<file path="config.mk">
export PLATFORM = sky130hd
export DESIGN_NAME = ata_taskfile_command_issue_top
export DESIGN_NICKNAME = d
export VERILOG_FILES = /design/src/hdl/atatf_pkg.sv /design/src/hdl/ata_taskfile_command_issue_top.sv /design/src/hdl/atatf_decode.sv /design/src/hdl/atatf_seq.sv
export SDC_FILE = /design/constraint.sdc
export NUM_CORES = 1
export LEC_CHECK = 0
export ABC_AREA = 1
export BUFFER_PORTS_ARGS = -buffer_cell sky130_fd_sc_hd__buf_2
export CORE_MARGIN = 4
export CORE_UTILIZATION = 38
export CTS_CLUSTER_DIAMETER = 200
export DETAILED_ROUTE_END_ITERATION = 10
export GPL_TIMING_DRIVEN = 0
export HOLD_SLACK_MARGIN = 0.12
export RECOVER_POWER = 50
export SETUP_SLACK_MARGIN = 0.05
export SLEW_MARGIN = 5
export SYNTH_ARGS = -nofsm -noshare
export SYNTH_HDL_FRONTEND = slang
export SYNTH_HIERARCHICAL = 1
export SYNTH_SLANG_ARGS = --single-unit
</file>
<file path="constraint.sdc">
create_clock -name clk -period 9.5 [get_ports clk]
set_input_delay 0.95 -clock clk [delete_from_list [all_inputs] [get_ports clk]]
set_output_delay 0.95 -clock clk [all_outputs]
set_load 0.01 [all_outputs]
</file>
<file path="src/hdl/atatf_pkg.sv">
// ATA task-file command issue: shared types, register codes and opcodes.
// Used by atatf_decode, atatf_seq and ata_taskfile_command_issue_top.
`timescale 1ns / 1ps
`default_nettype none

package atatf_pkg;

    localparam logic [1:0] ST_OK       = 2'd0;
    localparam logic [1:0] ST_NO_DRIVE = 2'd1;
    localparam logic [1:0] ST_RANGE    = 2'd2;
    localparam logic [1:0] ST_WPROT    = 2'd3;

    localparam logic [1:0] MODE_CHS   = 2'd0;
    localparam logic [1:0] MODE_LBA28 = 2'd1;
    localparam logic [1:0] MODE_LBA48 = 2'd2;

    localparam logic [3:0] REG_COUNT    = 4'd2;
    localparam logic [3:0] REG_LBA0     = 4'd3;
    localparam logic [3:0] REG_LBA1     = 4'd4;
    localparam logic [3:0] REG_LBA2     = 4'd5;
    localparam logic [3:0] REG_DEVSEL   = 4'd6;
    localparam logic [3:0] REG_COMMAND  = 4'd7;
    localparam logic [3:0] REG_COUNT_HI = 4'd8;
    localparam logic [3:0] REG_LBA3     = 4'd9;
    localparam logic [3:0] REG_LBA4     = 4'd10;
    localparam logic [3:0] REG_LBA5     = 4'd11;

    localparam logic [2:0] CFG_PRESENT  = 3'd0;
    localparam logic [2:0] CFG_ATAPI    = 3'd1;
    localparam logic [2:0] CFG_LBA      = 3'd2;
    localparam logic [2:0] CFG_POSITION = 3'd3;
    localparam logic [2:0] CFG_SIZE0    = 3'd4;
    localparam logic [2:0] CFG_SIZE1    = 3'd5;
    localparam logic [2:0] CFG_SIZE2    = 3'd6;
    localparam logic [2:0] CFG_SIZE3    = 3'd7;

    localparam logic [31:0] LBA48_START = 32'h1000_0000;
    localparam logic [7:0]  DEVSEL_LBA  = 8'hE0;
    localparam logic [7:0]  DEVSEL_CHS  = 8'hA0;

    localparam logic [7:0] CMD_READ_PIO      = 8'h20;
    localparam logic [7:0] CMD_READ_DMA      = 8'hC8;
    localparam logic [7:0] CMD_WRITE_PIO     = 8'h30;
    localparam logic [7:0] CMD_WRITE_DMA     = 8'hCA;
    localparam logic [7:0] CMD_READ_PIO_EXT  = 8'h24;
    localparam logic [7:0] CMD_READ_DMA_EXT  = 8'h25;
    localparam logic [7:0] CMD_WRITE_PIO_EXT = 8'h34;
    localparam logic [7:0] CMD_WRITE_DMA_EXT = 8'h35;

    // ceil(2^34 / 63): exact quotient by 63 for any 28-bit dividend
    localparam logic [28:0] RECIP63     = 29'd272696337;
    localparam int          RECIP_SHIFT = 34;

    localparam logic [1:0] KIND_NONE   = 2'd0;
    localparam logic [1:0] KIND_STATUS = 2'd1;
    localparam logic [1:0] KIND_WRITES = 2'd2;

    // Write sequence positions: devsel, LBA48 high part, count, lba0-2, command
    localparam logic [3:0] SEQ_DEVSEL   = 4'd0;
    localparam logic [3:0] SEQ_HIGH_END = 4'd4;
    localparam logic [3:0] SEQ_COUNT    = 4'd5;
    localparam logic [3:0] SEQ_LAST     = 4'd9;

    typedef struct packed {
        logic [3:0]       present;
        logic [3:0]       atapi;
        logic [3:0]       lba;
        logic [7:0]       position;
        logic [3:0][31:0] size;
    } cfg_t;

    typedef struct packed {
        logic [1:0] kind;
        logic [1:0] status;
        logic       ch;
        logic [1:0] mode;
        logic [7:0] devsel;
        logic [7:0] cnt;
        logic [7:0] b0;
        logic [7:0] b1;
        logic [7:0] b2;
        logic [7:0] b3;
        logic [7:0] opcode;
    } cmd_t;

    function automatic logic [3:0] seq_offset(input logic [3:0] pos);
        logic [3:0] off;
        case (pos)
            4'd0:    off = REG_DEVSEL;
            4'd1:    off = REG_COUNT_HI;
            4'd2:    off = REG_LBA3;
            4'd3:    off = REG_LBA4;
            4'd4:    off = REG_LBA5;
            4'd5:    off = REG_COUNT;
            4'd6:    off = REG_LBA0;
            4'd7:    off = REG_LBA1;
            4'd8:    off = REG_LBA2;
            default: off = REG_COMMAND;
        endcase
        return off;
    endfunction

endpackage

`default_nettype wire

</file>
<file path="src/hdl/ata_taskfile_command_issue_top.sv">
// Top level of the ATA task-file command issue block: configuration
// registers, request decode and write sequencer. Depends on atatf_pkg.
`timescale 1ns / 1ps
`default_nettype none

// A request passes an input register and a decode stage, then the sequencer
// issues its results one per cycle while out_stall is low: ten task-file
// writes for LBA48, six for LBA28 or CHS, a single status transfer for a
// rejected request, and none for a read from an ATAPI drive, which decode
// drops at once. The sequencer holds the request in its descriptor register
// and each result in the output register; a request has ten results at most.
// The next request is decoded while the current one is issuing, so results
// of back-to-back requests follow without a gap.

module ata_taskfile_command_issue_top
    import atatf_pkg::*;
(
    input  wire logic        clk,
    input  wire logic        rst_n,
    input  wire logic        cfg_wr_en,
    input  wire logic [2:0]  cfg_index,
    input  wire logic [31:0] cfg_data,
    input  wire logic        in_valid,
    output logic             in_stall,
    input  wire logic        direction,
    input  wire logic        use_dma,
    input  wire logic [7:0]  drive_number,
    input  wire logic [31:0] block_address,
    input  wire logic [7:0]  sector_count,
    output logic             out_valid,
    input  wire logic        out_stall,
    output logic             is_reg_write,
    output logic             channel_select,
    output logic [3:0]       reg_offset,
    output logic [7:0]       reg_value,
    output logic [1:0]       status_code,
    output logic [1:0]       addr_mode,
    output logic             last_item
);

    cfg_t cfg_reg;
    logic seq_free;
    logic cmd_valid;
    cmd_t cmd;

    always_ff @(posedge clk or negedge rst_n)
    begin
        if (!rst_n)
        begin
            cfg_reg <= '0;
        end
        else if (cfg_wr_en)
        begin
            case (cfg_index)
                CFG_PRESENT:  cfg_reg.present  <= cfg_data[3:0];
                CFG_ATAPI:    cfg_reg.atapi    <= cfg_data[3:0];
                CFG_LBA:      cfg_reg.lba      <= cfg_data[3:0];
                CFG_POSITION: cfg_reg.position <= cfg_data[7:0];
                CFG_SIZE0:    cfg_reg.size[0]  <= cfg_data;
                CFG_SIZE1:    cfg_reg.size[1]  <= cfg_data;
                CFG_SIZE2:    cfg_reg.size[2]  <= cfg_data;
                CFG_SIZE3:    cfg_reg.size[3]  <= cfg_data;
                default:      cfg_reg          <= cfg_reg;
            endcase
        end
    end

    atatf_decode u_decode (
        .clk           (clk),
        .rst_n         (rst_n),
        .in_valid      (in_valid),
        .in_stall      (in_stall),
        .direction     (direction),
        .use_dma       (use_dma),
        .drive_number  (drive_number),
        .block_address (block_address),
        .sector_count  (sector_count),
        .cfg           (cfg_reg),
        .seq_free      (seq_free),
        .cmd_valid     (cmd_valid),
        .cmd           (cmd)
    );

    atatf_seq u_seq (
        .clk            (clk),
        .rst_n          (rst_n),
        .cmd_valid      (cmd_valid),
        .cmd            (cmd),
        .seq_free       (seq_free),
        .out_valid      (out_valid),
        .out_stall      (out_stall),
        .is_reg_write   (is_reg_write),
        .channel_select (channel_select),
        .reg_offset     (reg_offset),
        .reg_value      (reg_value),
        .status_code    (status_code),
        .addr_mode      (addr_mode),
        .last_item      (last_item)
    );

endmodule

`default_nettype wire

</file>
<file path="src/hdl/atatf_decode.sv">
// Request input register and request check / address translation.
// Depends on atatf_pkg; feeds one command descriptor to atatf_seq.
`timescale 1ns / 1ps
`default_nettype none

module atatf_decode
    import atatf_pkg::*;
(
    input  wire logic        clk,
    input  wire logic        rst_n,
    input  wire logic        in_valid,
    output logic             in_stall,
    input  wire logic        direction,
    input  wire logic        use_dma,
    input  wire logic [7:0]  drive_number,
    input  wire logic [31:0] block_address,
    input  wire logic [7:0]  sector_count,
    input  wire cfg_t        cfg,
    input  wire logic        seq_free,
    output logic             cmd_valid,
    output cmd_t             cmd
);

    logic        req_valid_reg;
    logic        dir_reg;
    logic        dma_reg;
    logic [7:0]  drv_reg;
    logic [31:0] lba_reg;
    logic [7:0]  cnt_reg;

    logic        consumed;
    logic        load;
    logic [1:0]  drv_idx;
    logic        drv_ok;
    logic [32:0] end_sum;
    logic        range_bad;
    logic        is_atapi;
    logic [27:0] chs_x;
    logic [56:0] prod;
    logic [22:0] track;
    logic [28:0] track63;
    logic [28:0] rem_full;
    logic [7:0]  sector;
    logic [18:0] cyl;
    logic [3:0]  head;

    assign drv_idx   = drv_reg[1:0];
    assign drv_ok    = (drv_reg[7:2] == 6'd0) && cfg.present[drv_idx];
    assign end_sum   = {1'b0, lba_reg} + {25'd0, cnt_reg};
    assign range_bad = end_sum > {1'b0, cfg.size[drv_idx]};
    assign is_atapi  = cfg.atapi[drv_idx];

    // CHS translation: divide by 63 through the reciprocal
    assign chs_x    = lba_reg[27:0];
    assign prod     = 57'(chs_x) * 57'(RECIP63);
    assign track    = prod[RECIP_SHIFT +: 23];
    assign track63  = {track, 6'd0} - {6'd0, track};
    assign rem_full = {1'b0, chs_x} - track63;
    assign sector   = {2'd0, rem_full[5:0]} + 8'd1;
    assign cyl      = track[22:4];
    assign head     = track[3:0];

    always_comb
    begin
        cmd        = '0;
        cmd.cnt    = cnt_reg;
        cmd.ch     = cfg.position[{drv_idx, 1'b1}];
        if (!drv_ok)
        begin
            cmd.kind   = KIND_STATUS;
            cmd.status = ST_NO_DRIVE;
        end
        else if (range_bad)
        begin
            cmd.kind   = KIND_STATUS;
            cmd.status = ST_RANGE;
        end
        else if (is_atapi)
        begin
            cmd.kind   = dir_reg ? KIND_STATUS : KIND_NONE;
            cmd.status = ST_WPROT;
        end
        else
        begin
            cmd.kind   = KIND_WRITES;
            cmd.status = ST_OK;
        end

        if (lba_reg >= LBA48_START)
        begin
            cmd.mode   = MODE_LBA48;
            cmd.b0     = lba_reg[7:0];
            cmd.b1     = lba_reg[15:8];
            cmd.b2     = lba_reg[23:16];
            cmd.b3     = lba_reg[31:24];
            cmd.devsel = DEVSEL_LBA | {3'd0, cfg.position[{drv_idx, 1'b0}], 4'd0};
            cmd.opcode = dir_reg ? (dma_reg ? CMD_WRITE_DMA_EXT : CMD_WRITE_PIO_EXT)
                                 : (dma_reg ? CMD_READ_DMA_EXT : CMD_READ_PIO_EXT);
        end
        else if (cfg.lba[drv_idx])
        begin
            cmd.mode   = MODE_LBA28;
            cmd.b0     = lba_reg[7:0];
            cmd.b1     = lba_reg[15:8];
            cmd.b2     = lba_reg[23:16];
            cmd.devsel = DEVSEL_LBA | {3'd0, cfg.position[{drv_idx, 1'b0}], lba_reg[27:24]};
            cmd.opcode = dir_reg ? (dma_reg ? CMD_WRITE_DMA : CMD_WRITE_PIO)
                                 : (dma_reg ? CMD_READ_DMA : CMD_READ_PIO);
        end
        else
        begin
            cmd.mode   = MODE_CHS;
            cmd.b0     = sector;
            cmd.b1     = cyl[7:0];
            cmd.b2     = cyl[15:8];
            cmd.devsel = DEVSEL_CHS | {3'd0, cfg.position[{drv_idx, 1'b0}], head};
            cmd.opcode = dir_reg ? (dma_reg ? CMD_WRITE_DMA : CMD_WRITE_PIO)
                                 : (dma_reg ? CMD_READ_DMA : CMD_READ_PIO);
        end
    end

    // Drop an ATAPI read at once; otherwise wait for the sequencer
    assign consumed  = req_valid_reg && ((cmd.kind == KIND_NONE) || seq_free);
    assign in_stall  = req_valid_reg && !consumed;
    assign load      = in_valid && !in_stall;
    assign cmd_valid = req_valid_reg;

    always_ff @(posedge clk or negedge rst_n)
    begin
        if (!rst_n)
        begin
            req_valid_reg <= 1'b0;
        end
        else if (load)
        begin
            req_valid_reg <= 1'b1;
        end
        else if (consumed)
        begin
            req_valid_reg <= 1'b0;
        end
    end

    always_ff @(posedge clk)
    begin
        if (load)
        begin
            dir_reg <= direction;
            dma_reg <= use_dma;
            drv_reg <= drive_number;
            lba_reg <= block_address;
            cnt_reg <= sector_count;
        end
    end

endmodule

`default_nettype wire

</file>
<file path="src/hdl/atatf_seq.sv">
// Write sequencer: holds one command descriptor and issues its task-file
// writes or status transfer via output register. Depends on atatf_pkg.
`timescale 1ns / 1ps
`default_nettype none

module atatf_seq
    import atatf_pkg::*;
(
    input  wire logic       clk,
    input  wire logic       rst_n,
    input  wire logic       cmd_valid,
    input  wire cmd_t       cmd,
    output logic            seq_free,
    output logic            out_valid,
    input  wire logic       out_stall,
    output logic            is_reg_write,
    output logic            channel_select,
    output logic [3:0]      reg_offset,
    output logic [7:0]      reg_value,
    output logic [1:0]      status_code,
    output logic [1:0]      addr_mode,
    output logic            last_item
);

    logic       busy_reg;
    logic       busy_next;
    logic [3:0] pos_reg;
    logic [3:0] pos_next;
    cmd_t       desc_reg;
    logic       out_valid_reg;
    logic       out_valid_next;
    logic       wr_reg;
    logic       ch_reg;
    logic [3:0] off_reg;
    logic [7:0] val_reg;
    logic [1:0] st_reg;
    logic [1:0] mode_reg;
    logic       last_reg;

    logic       emit;
    logic       cur_last;
    logic       load;
    logic       is_status;
    logic [7:0] cur_value;

    assign is_status = desc_reg.kind == KIND_STATUS;
    assign emit      = busy_reg && (!out_valid_reg || !out_stall);
    assign cur_last  = is_status || (pos_reg == SEQ_LAST);
    assign seq_free  = !busy_reg || (emit && cur_last);
    assign load      = cmd_valid && (cmd.kind != KIND_NONE) && seq_free;

    always_comb
    begin
        case (pos_reg)
            4'd0:    cur_value = desc_reg.devsel;
            4'd2:    cur_value = desc_reg.b3;
            4'd5:    cur_value = desc_reg.cnt;
            4'd6:    cur_value = desc_reg.b0;
            4'd7:    cur_value = desc_reg.b1;
            4'd8:    cur_value = desc_reg.b2;
            4'd9:    cur_value = desc_reg.opcode;
            default: cur_value = 8'd0;
        endcase
    end

    always_comb
    begin
        busy_next = busy_reg;
        pos_next  = pos_reg;
        if (load)
        begin
            busy_next = 1'b1;
            pos_next  = SEQ_DEVSEL;
        end
        else if (emit)
        begin
            if (cur_last)
            begin
                busy_next = 1'b0;
            end
            // skip the LBA48 high part for the short forms
            if ((pos_reg == SEQ_DEVSEL) && (desc_reg.mode != MODE_LBA48))
            begin
                pos_next = SEQ_COUNT;
            end
            else
            begin
                pos_next = pos_reg + 4'd1;
            end
        end
    end

    assign out_valid_next = emit || (out_valid_reg && out_stall);

    always_ff @(posedge clk or negedge rst_n)
    begin
        if (!rst_n)
        begin
            busy_reg      <= 1'b0;
            pos_reg       <= SEQ_DEVSEL;
            out_valid_reg <= 1'b0;
        end
        else
        begin
            busy_reg      <= busy_next;
            pos_reg       <= pos_next;
            out_valid_reg <= out_valid_next;
        end
    end

    always_ff @(posedge clk)
    begin
        if (load)
        begin
            desc_reg <= cmd;
        end
        if (emit)
        begin
            if (is_status)
            begin
                wr_reg   <= 1'b0;
                ch_reg   <= 1'b0;
                off_reg  <= 4'd0;
                val_reg  <= 8'd0;
                st_reg   <= desc_reg.status;
                mode_reg <= MODE_CHS;
                last_reg <= 1'b1;
            end
            else
            begin
                wr_reg   <= 1'b1;
                ch_reg   <= desc_reg.ch;
                off_reg  <= seq_offset(pos_reg);
                val_reg  <= cur_value;
                st_reg   <= ST_OK;
                mode_reg <= desc_reg.mode;
                last_reg <= cur_last;
            end
        end
    end

    assign out_valid      = out_valid_reg;
    assign is_reg_write   = wr_reg;
    assign channel_select = ch_reg;
    assign reg_offset     = off_reg;
    assign reg_value      = val_reg;
    assign status_code    = st_reg;
    assign addr_mode      = mode_reg;
    assign last_item      = last_reg;

    a_status_last: assert property (@(posedge clk) disable iff (!rst_n)
        out_valid_reg && !wr_reg |-> last_reg)
        else $error("status transfer not marked last");

    a_cmd_last: assert property (@(posedge clk) disable iff (!rst_n)
        out_valid_reg && wr_reg |-> ((off_reg == REG_COMMAND) == last_reg)
                                    && (st_reg == ST_OK))
        else $error("command write and last flag disagree");

    a_short_skip: assert property (@(posedge clk) disable iff (!rst_n)
        busy_reg && (desc_reg.kind == KIND_WRITES) && (desc_reg.mode != MODE_LBA48)
        |-> !((pos_reg != SEQ_DEVSEL) && (pos_reg <= SEQ_HIGH_END)))
        else $error("LBA48 high part issued for short addressing");

endmodule

`default_nettype wire
</file>
Yosys cells after proc, flatten, opt, wreduce, memory -nomap -nowiden:

Memories as Yosys holds them, arrays and structs flattened. A register that Yosys moved wholly into a read port is not among the register bits.
Index checks and enable logic that the tools add are counted.

* flip-flop bits (word level): 283
* bits in latches: 0
* bits in writable memories: 0
* memory bits (read-only): 64
* input bits: 90
* output and inout bits: 21
* word-level logic and storage cells: 136
* memories kept: 1

Memories
* (name not given): depth 16, width 4, rd ports 1, clocked after memory_dff 1, wr ports 0, RTL line atatf_pkg.sv:88 `case (pos)`

* add/subtract/negate cells: 5
* $mul: 1
* divide/modulo/power cells: 0
* magnitude comparators: 5
* equality and inequality tests: 15
* shift-type cells: 0
* mux-type cells: 37
* bitwise operators: 0
* reduce and logical (&&, ||, !) cells: 37

Operators with widths (number)
* $bmux 32 s2: 1
* $pmux 8 s7: 1
* $mul 28x29->54 const B: 1
* $mux 24: 2
* $mux 8: 5
* $add 32x8->33: 1
* $gt 33x32->1: 1
* $ge 32x29->1 const B: 1
* $mux 32: 1
* $mux 4: 6
* $reduce_and 2->1: 9
* $mux 1: 14
* $eq 3x3->1 const B: 4
* $eq 4x3->1 const B: 3
* $bmux 1 s2: 5
* $logic_and 1x1->1: 10
* $mux 9: 1
* $eq 4x4->1 const B: 2
* $lt 3x4->1 const B: 2
* $reduce_bool 2->1: 4
* $add 6x1->7 const B: 1
* $eq 3x2->1 const B: 2
* $logic_not 6->1: 1
* $sub 1x6->6 const A: 1
* 13 further kinds: 21

Logic depth before layout (Yosys ltp):

* word-level depth: 13
* depth in mapped cells: 34
* mapped depth without buffers: 34

Modules after synthesis:

The synthesis kept the hierarchy.

Modules (own cells, without submodules)
* atatf_decode: times used 1, cells each 1587, area an instance 11349.6 um2, seq. area each 1526.5 um2
* ata_taskfile_command_issue_top: times used 1, cells each 652, area an instance 5706.7 um2, seq. area each 3703.6 um2
* atatf_seq: times used 1, cells each 295, area an instance 3651.0 um2, seq. area each 2612.5 um2

Worst setup path before layout:

No wires, ideal clock.

* path type: register -> register
* start point: reg u_decode.lba_reg[20]
* end point: reg u_seq/desc_reg[37] (netlist name), data pin
* arrival time: 5.577 ns
* setup slack: 3.670 ns
* stages on the path, launching flop included: 30
* clock period less this slack: 5.830 ns
* cell sequence: edfxtp_1 > ha_1 > fa_1 > inv_1 > fa_1 > inv_1 > fa_1 > inv_1 > fa_1 > inv_1 > ha_1 > nand2_1 > inv_1 > nand2_1 > inv_1 > a21o_1 > nor2_1 > nand2_1 > xor2_1 > inv_1 > ha_1 > fa_1 > xor2_1 > nand3_1 > nor2_1 > inv_1 > nor2_1 > nand2_1 > nand3_1 > nand2_1

RTL lines
* start: declaration: RTL line atatf_decode.sv:28 `logic [31:0] lba_reg;`
* start signal: assignment: RTL line atatf_decode.sv:151 `lba_reg <= block_address;`
* end signal: assignment: RTL line atatf_seq.sv:115 `desc_reg <= cmd;`
* end: declaration: RTL line atatf_seq.sv:29 `cmd_t desc_reg;`

==> results.rst <==
.. list-table::
   :header-rows: 1

   * - Metric
     - Value
   * - Run status
     - finished, violations left
   * - Failing checks
     - capacitance limit, slew limit
   * - Total Die Area
     - 0.0583 sq mm
   * - # H-tree levels
     - 2
   * - Number of clock buffers inserted by TritonCTS
     - 35
   * - Maximum clock rate
     - 147 MHz
   * - Wl on met1
     - between 20 and 30 mm
   * - Clock-pin slew reported for the worst setup and hold paths after clock tree synthesis
     - ~0.060 ns
   * - Area growth syn-to-layout
     - 12.7%
   * - Largest net degree at the start of global routing
     - 120
   * - Final hold slack
     - 0.471 ns
   * - Violation count after the first detailed-route iteration
     - 1249
   * - Routed wire length
     - around 65 mm
   * - Register-to-Register Setup Slack
     - about 2.7 ns
   * - Summed negative setup slack over all endpoints
     - 0 ns
   * - Delay of the slowest cell on the worst path
     - ~0.62 ns
   * - Count of endpoints failing hold in the final timing report
     - 0
   * - Area of the core region
     - 0.0539 sq mm
   * - Number of global-route vias before repair
     - about 17000
   * - Class of the most critical setup path
     - reg -> reg
   * - Worst IR Drop VDD
     - about 210 uV
   * - Top cell family by delay on the critical path
     - adder cells
   * - Arrival time at the worst endpoint
     - about 7 ns
   * - Overflow left after global routing
     - 0
   * - Portion of the clock cycle consumed by the worst path in the final layout
     - 0.718
   * - Top Layer Used
     - met5
   * - Weighted congestion at the end of routability-driven global placement
     - roughly 0.97
   * - Min Tclk post-route
     - a little under 7 ns
   * - Clock tree root driver cell
     - sky130_fd_sc_hd__clkbuf_16
   * - Ranking of synthesized cells by area
     - sky130_fd_sc_hd__edfxtp_1, sky130_fd_sc_hd__dfrtp_1, sky130_fd_sc_hd__nand2_1
   * - Power density of the placed cells
     - between 200 and 300 mW/mm^2
   * - Average routed wire per standard cell
     - 19.0 microns
   * - Capturing instance or port of the critical path
     - u_seq/desc_reg[37]$_DFFE_PN_
   * - Register bit total from synthesis
     - about 290
   * - Yosys synthesis warning count
     - 6
   * - Largest area contributor in the synthesized netlist
     - sky130_fd_sc_hd__edfxtp_1
   * - Per-instance average area after synthesis
     - ~8.2 sq um
   * - Setup clock skew after layout
     - approximately 0.032 ns
   * - Average vias per placed instance
     - between 5 and 6
   * - Critical path origin
     - u_decode/lba_reg[20]$_DFFE_PP_
   * - Maximum fanout along the worst path
     - 7
   * - Non-Filler Cell Area, Final
     - roughly 0.023 sq mm
   * - Fin util
     - 0.433
   * - Number of antenna violations at the first check in global routing
     - 3
   * - Port Buffers
     - between 100 and 150
   * - Depth of the critical timing path with buffers and inverters included
     - 29
   * - Worst min-delay path category
     - reg -> reg
   * - Clock tree from TritonCTS
     - built
   * - Cell count after synthesis
     - between 2000 and 3000
   * - Number of cell rows
     - 85
   * - Max-slew headroom
     - -0.487
   * - Share of the synthesized area in the top cell type
     - 0.191
   * - Combined global-route utilization of all metal layers
     - 0.221
   * - # resized after CTS
     - 0
   * - Vertical extent of the die
     - between 200 and 250 microns
   * - Max-slew violation count
     - 37
   * - Filler cell count in the final layout
     - between 5000 and 6000
   * - Effective utilization at floorplan
     - 0.384
   * - Max Root-Sink Buffers
     - 3
   * - CP max-delay cell
     - sky130_fd_sc_hd__edfxtp_1
   * - I/O pin count
     - 111
   * - Vias after detailed routing
     - around 18000
   * - Share of synthesized area occupied by flip-flops and latches
     - 0.379
   * - Post-cts hold buffer count
     - 0
   * - Crit path buf inv count
     - 8
   * - Number of clock sinks
     - 287
   * - Net count reported at finish
     - 3054
   * - Category of the worst setup path capture point
     - register
   * - Pleak
     - about 12 nW
   * - Most frequent cell on the critical path
     - sky130_fd_sc_hd__inv_1
   * - Die width
     - roughly 240 microns
   * - Max-cap violations
     - 1
   * - Reg-to-reg endpoint
     - u_seq/desc_reg[37]$_DFFE_PN_
   * - Worst-Margin Slew
     - about 2.2 ns
   * - Setup crit start kind
     - register
   * - Wire length on met2
     - roughly 29 mm
   * - Required arrival time at the worst endpoint
     - 9.79 ns
   * - RR Startpoint
     - u_decode/lba_reg[20]$_DFFE_PP_
   * - DP Area
     - 0.0222 sq mm
   * - Placed wire-length estimate after detailed placement
     - between 50 and 60 mm
   * - Final count of negative-setup-slack endpoints
     - 0
   * - Share of layout cells above drive strength 1
     - 0.0927
   * - Number of routed nets with antenna violations
     - 0
   * - RSZ-0062 raised after global routing
     - no
   * - Netlist area before placement
     - ~0.021 sq mm
   * - Total power
     - 6.79 mW
   * - DR DRC count
     - 0
   * - Max reg flops
     - 148
   * - Post-CTS Setup Inserts
     - 0
   * - Clock latency of the later-clocked register in the worst-skew pair
     - ~0.55 ns
   * - Worst-case reg-to-reg path depth
     - 29
   * - Post-synthesis cell type count
     - between 50 and 60
   * - Global-route wire length before repair
     - 98.9 mm
   * - Wire length on met3
     - about 4.7 mm
   * - DR pass1 iterations
     - 8
-- worst min path at each step --
stage,start,endpoint,cells past startpoint
global placement,cfg_reg[16]$_DFFE_PN0P_,cfg_reg[16]$_DFFE_PN0P_,2
CTS,rst_n,u_seq/pos_reg[2]$_DFFE_PN0P_,1
floorplan,u_decode/cnt_reg[0]$_DFFE_PP_,u_seq/desc_reg[40]$_DFFE_PN_,0
detailed placement,cfg_reg[11]$_DFFE_PN0P_,cfg_reg[11]$_DFFE_PN0P_,2
global route,cfg_reg[146]$_DFFE_PN0P_,cfg_reg[146]$_DFFE_PN0P_,2
finish,cfg_reg[122]$_DFFE_PN0P_,cfg_reg[122]$_DFFE_PN0P_,2
-- layout make-up --
cell class,count,area (sq um),share of cell area
Tap cell,696,871,0.0373
Clock buffer,48,985,0.0422
Timing Repair Buffer,110,614,0.0263
Sequential cell,287,7840,0.336
Buffer,86,467,0.0200
Antenna cell,2,5.00,0.000214
Multi-Input combinational cell,1845,11200,0.480
Clock inverter,14,165,0.00708
Inverter,317,1190,0.0510
-- kinds of logic after synthesis --
logic type,share of synthesized area
other,0.000181
XOR/XNOR,0.0182
AND/OR/NAND/NOR,0.254
multiplexers,0.000483
flip-flops,0.379
buffers and inverters,0.0805
AO/OA/AOI/OAI,0.0761
adder cells (fa/ha/maj),0.192
-- worst reg2reg max path: cells and delay by family (launching register included) --
family / cells / cell delay [ns]
buffers and inverters: 8 / 0.53
AND/OR/NAND/NOR: 10 / 1.04
flip-flops: 1 / 0.62
XOR/XNOR: 2 / 0.63
adder cells (fa/ha/maj): 8 / 3.56
AO/OA/AOI/OAI: 1 / 0.19
-- power by group --
part	internal [mW]	leakage (nW)	total, mW	switching (mW)
Combinational	1.32	7.91	3.78	2.46
Sequential	1.53	3.18	1.69	0.152
Clock	0.787	0.561	1.32	0.535
Total	3.64	11.7	6.79	3.15
-- through the flow --
| stage | cells | setup WS (ns) |
|---|---|---|
| after floorplan | 2535 | 3.67 |
| after global placement | 3337 | 2.64 |
| after detailed placement | 3340 | 2.69 |
| after CTS | 3402 | 2.66 |
| after global routing | 3403 | 2.22 |
| final | 3405 | 2.68 |
-- cell usage in the layout (no fill, tap or decap), drive strengths merged, types with 2 or more instances in the layout --
master	Yosys	layout
a21o	5	5
a21oi	127	127
a31oi	3	3
a32o	31	31
and2	2	2
buf	64	158
bufinv	0	2
clkbuf	21	85
clkinv	1	12
conb	1	2
dfrtp	155	155
diode	0	2
edfxtp	132	132
fa	60	60
ha	222	222
inv	316	316
nand2	853	853
nand3	126	126
nand4	59	59
nor2	172	172
nor3	25	25
nor4	8	8
o211ai	2	2
o21a	4	4
o21ai	73	73
o21bai	10	10
o22ai	7	7
or2	4	4
xnor2	8	8
xor2	35	35
-- layer usage --
metal | up-vias | GRT usage
li1 | 8552 | -
met1 | 8322 | 0.313
met2 | 602 | 0.349
met3 | 106 | 0.0411
met4 | 2 | 0.0626
met5 | - | 0
-- Yosys cell counts (all sizes together) --
cell and instances:
a21boi 1, a21o 5, a21oi 127, a31oi 3, a32o 31, a32oi 1
and2 2, buf 64, clkbuf 21, clkinv 1, conb 1, dfrtp 155
dlygate4sd1 1, edfxtp 132, fa 60, ha 222, inv 316, mux2i 1
nand2 853, nand2b 1, nand3 126, nand3b 1, nand4 59, nor2 172
nor3 25, nor3b 1, nor4 8, o2111ai 1, o211ai 2, o21a 4
o21ai 73, o21bai 10, o22ai 7, or2 4, xnor2 8, xor2 35
Note: power is estimated with default switching activity, not from simulation.
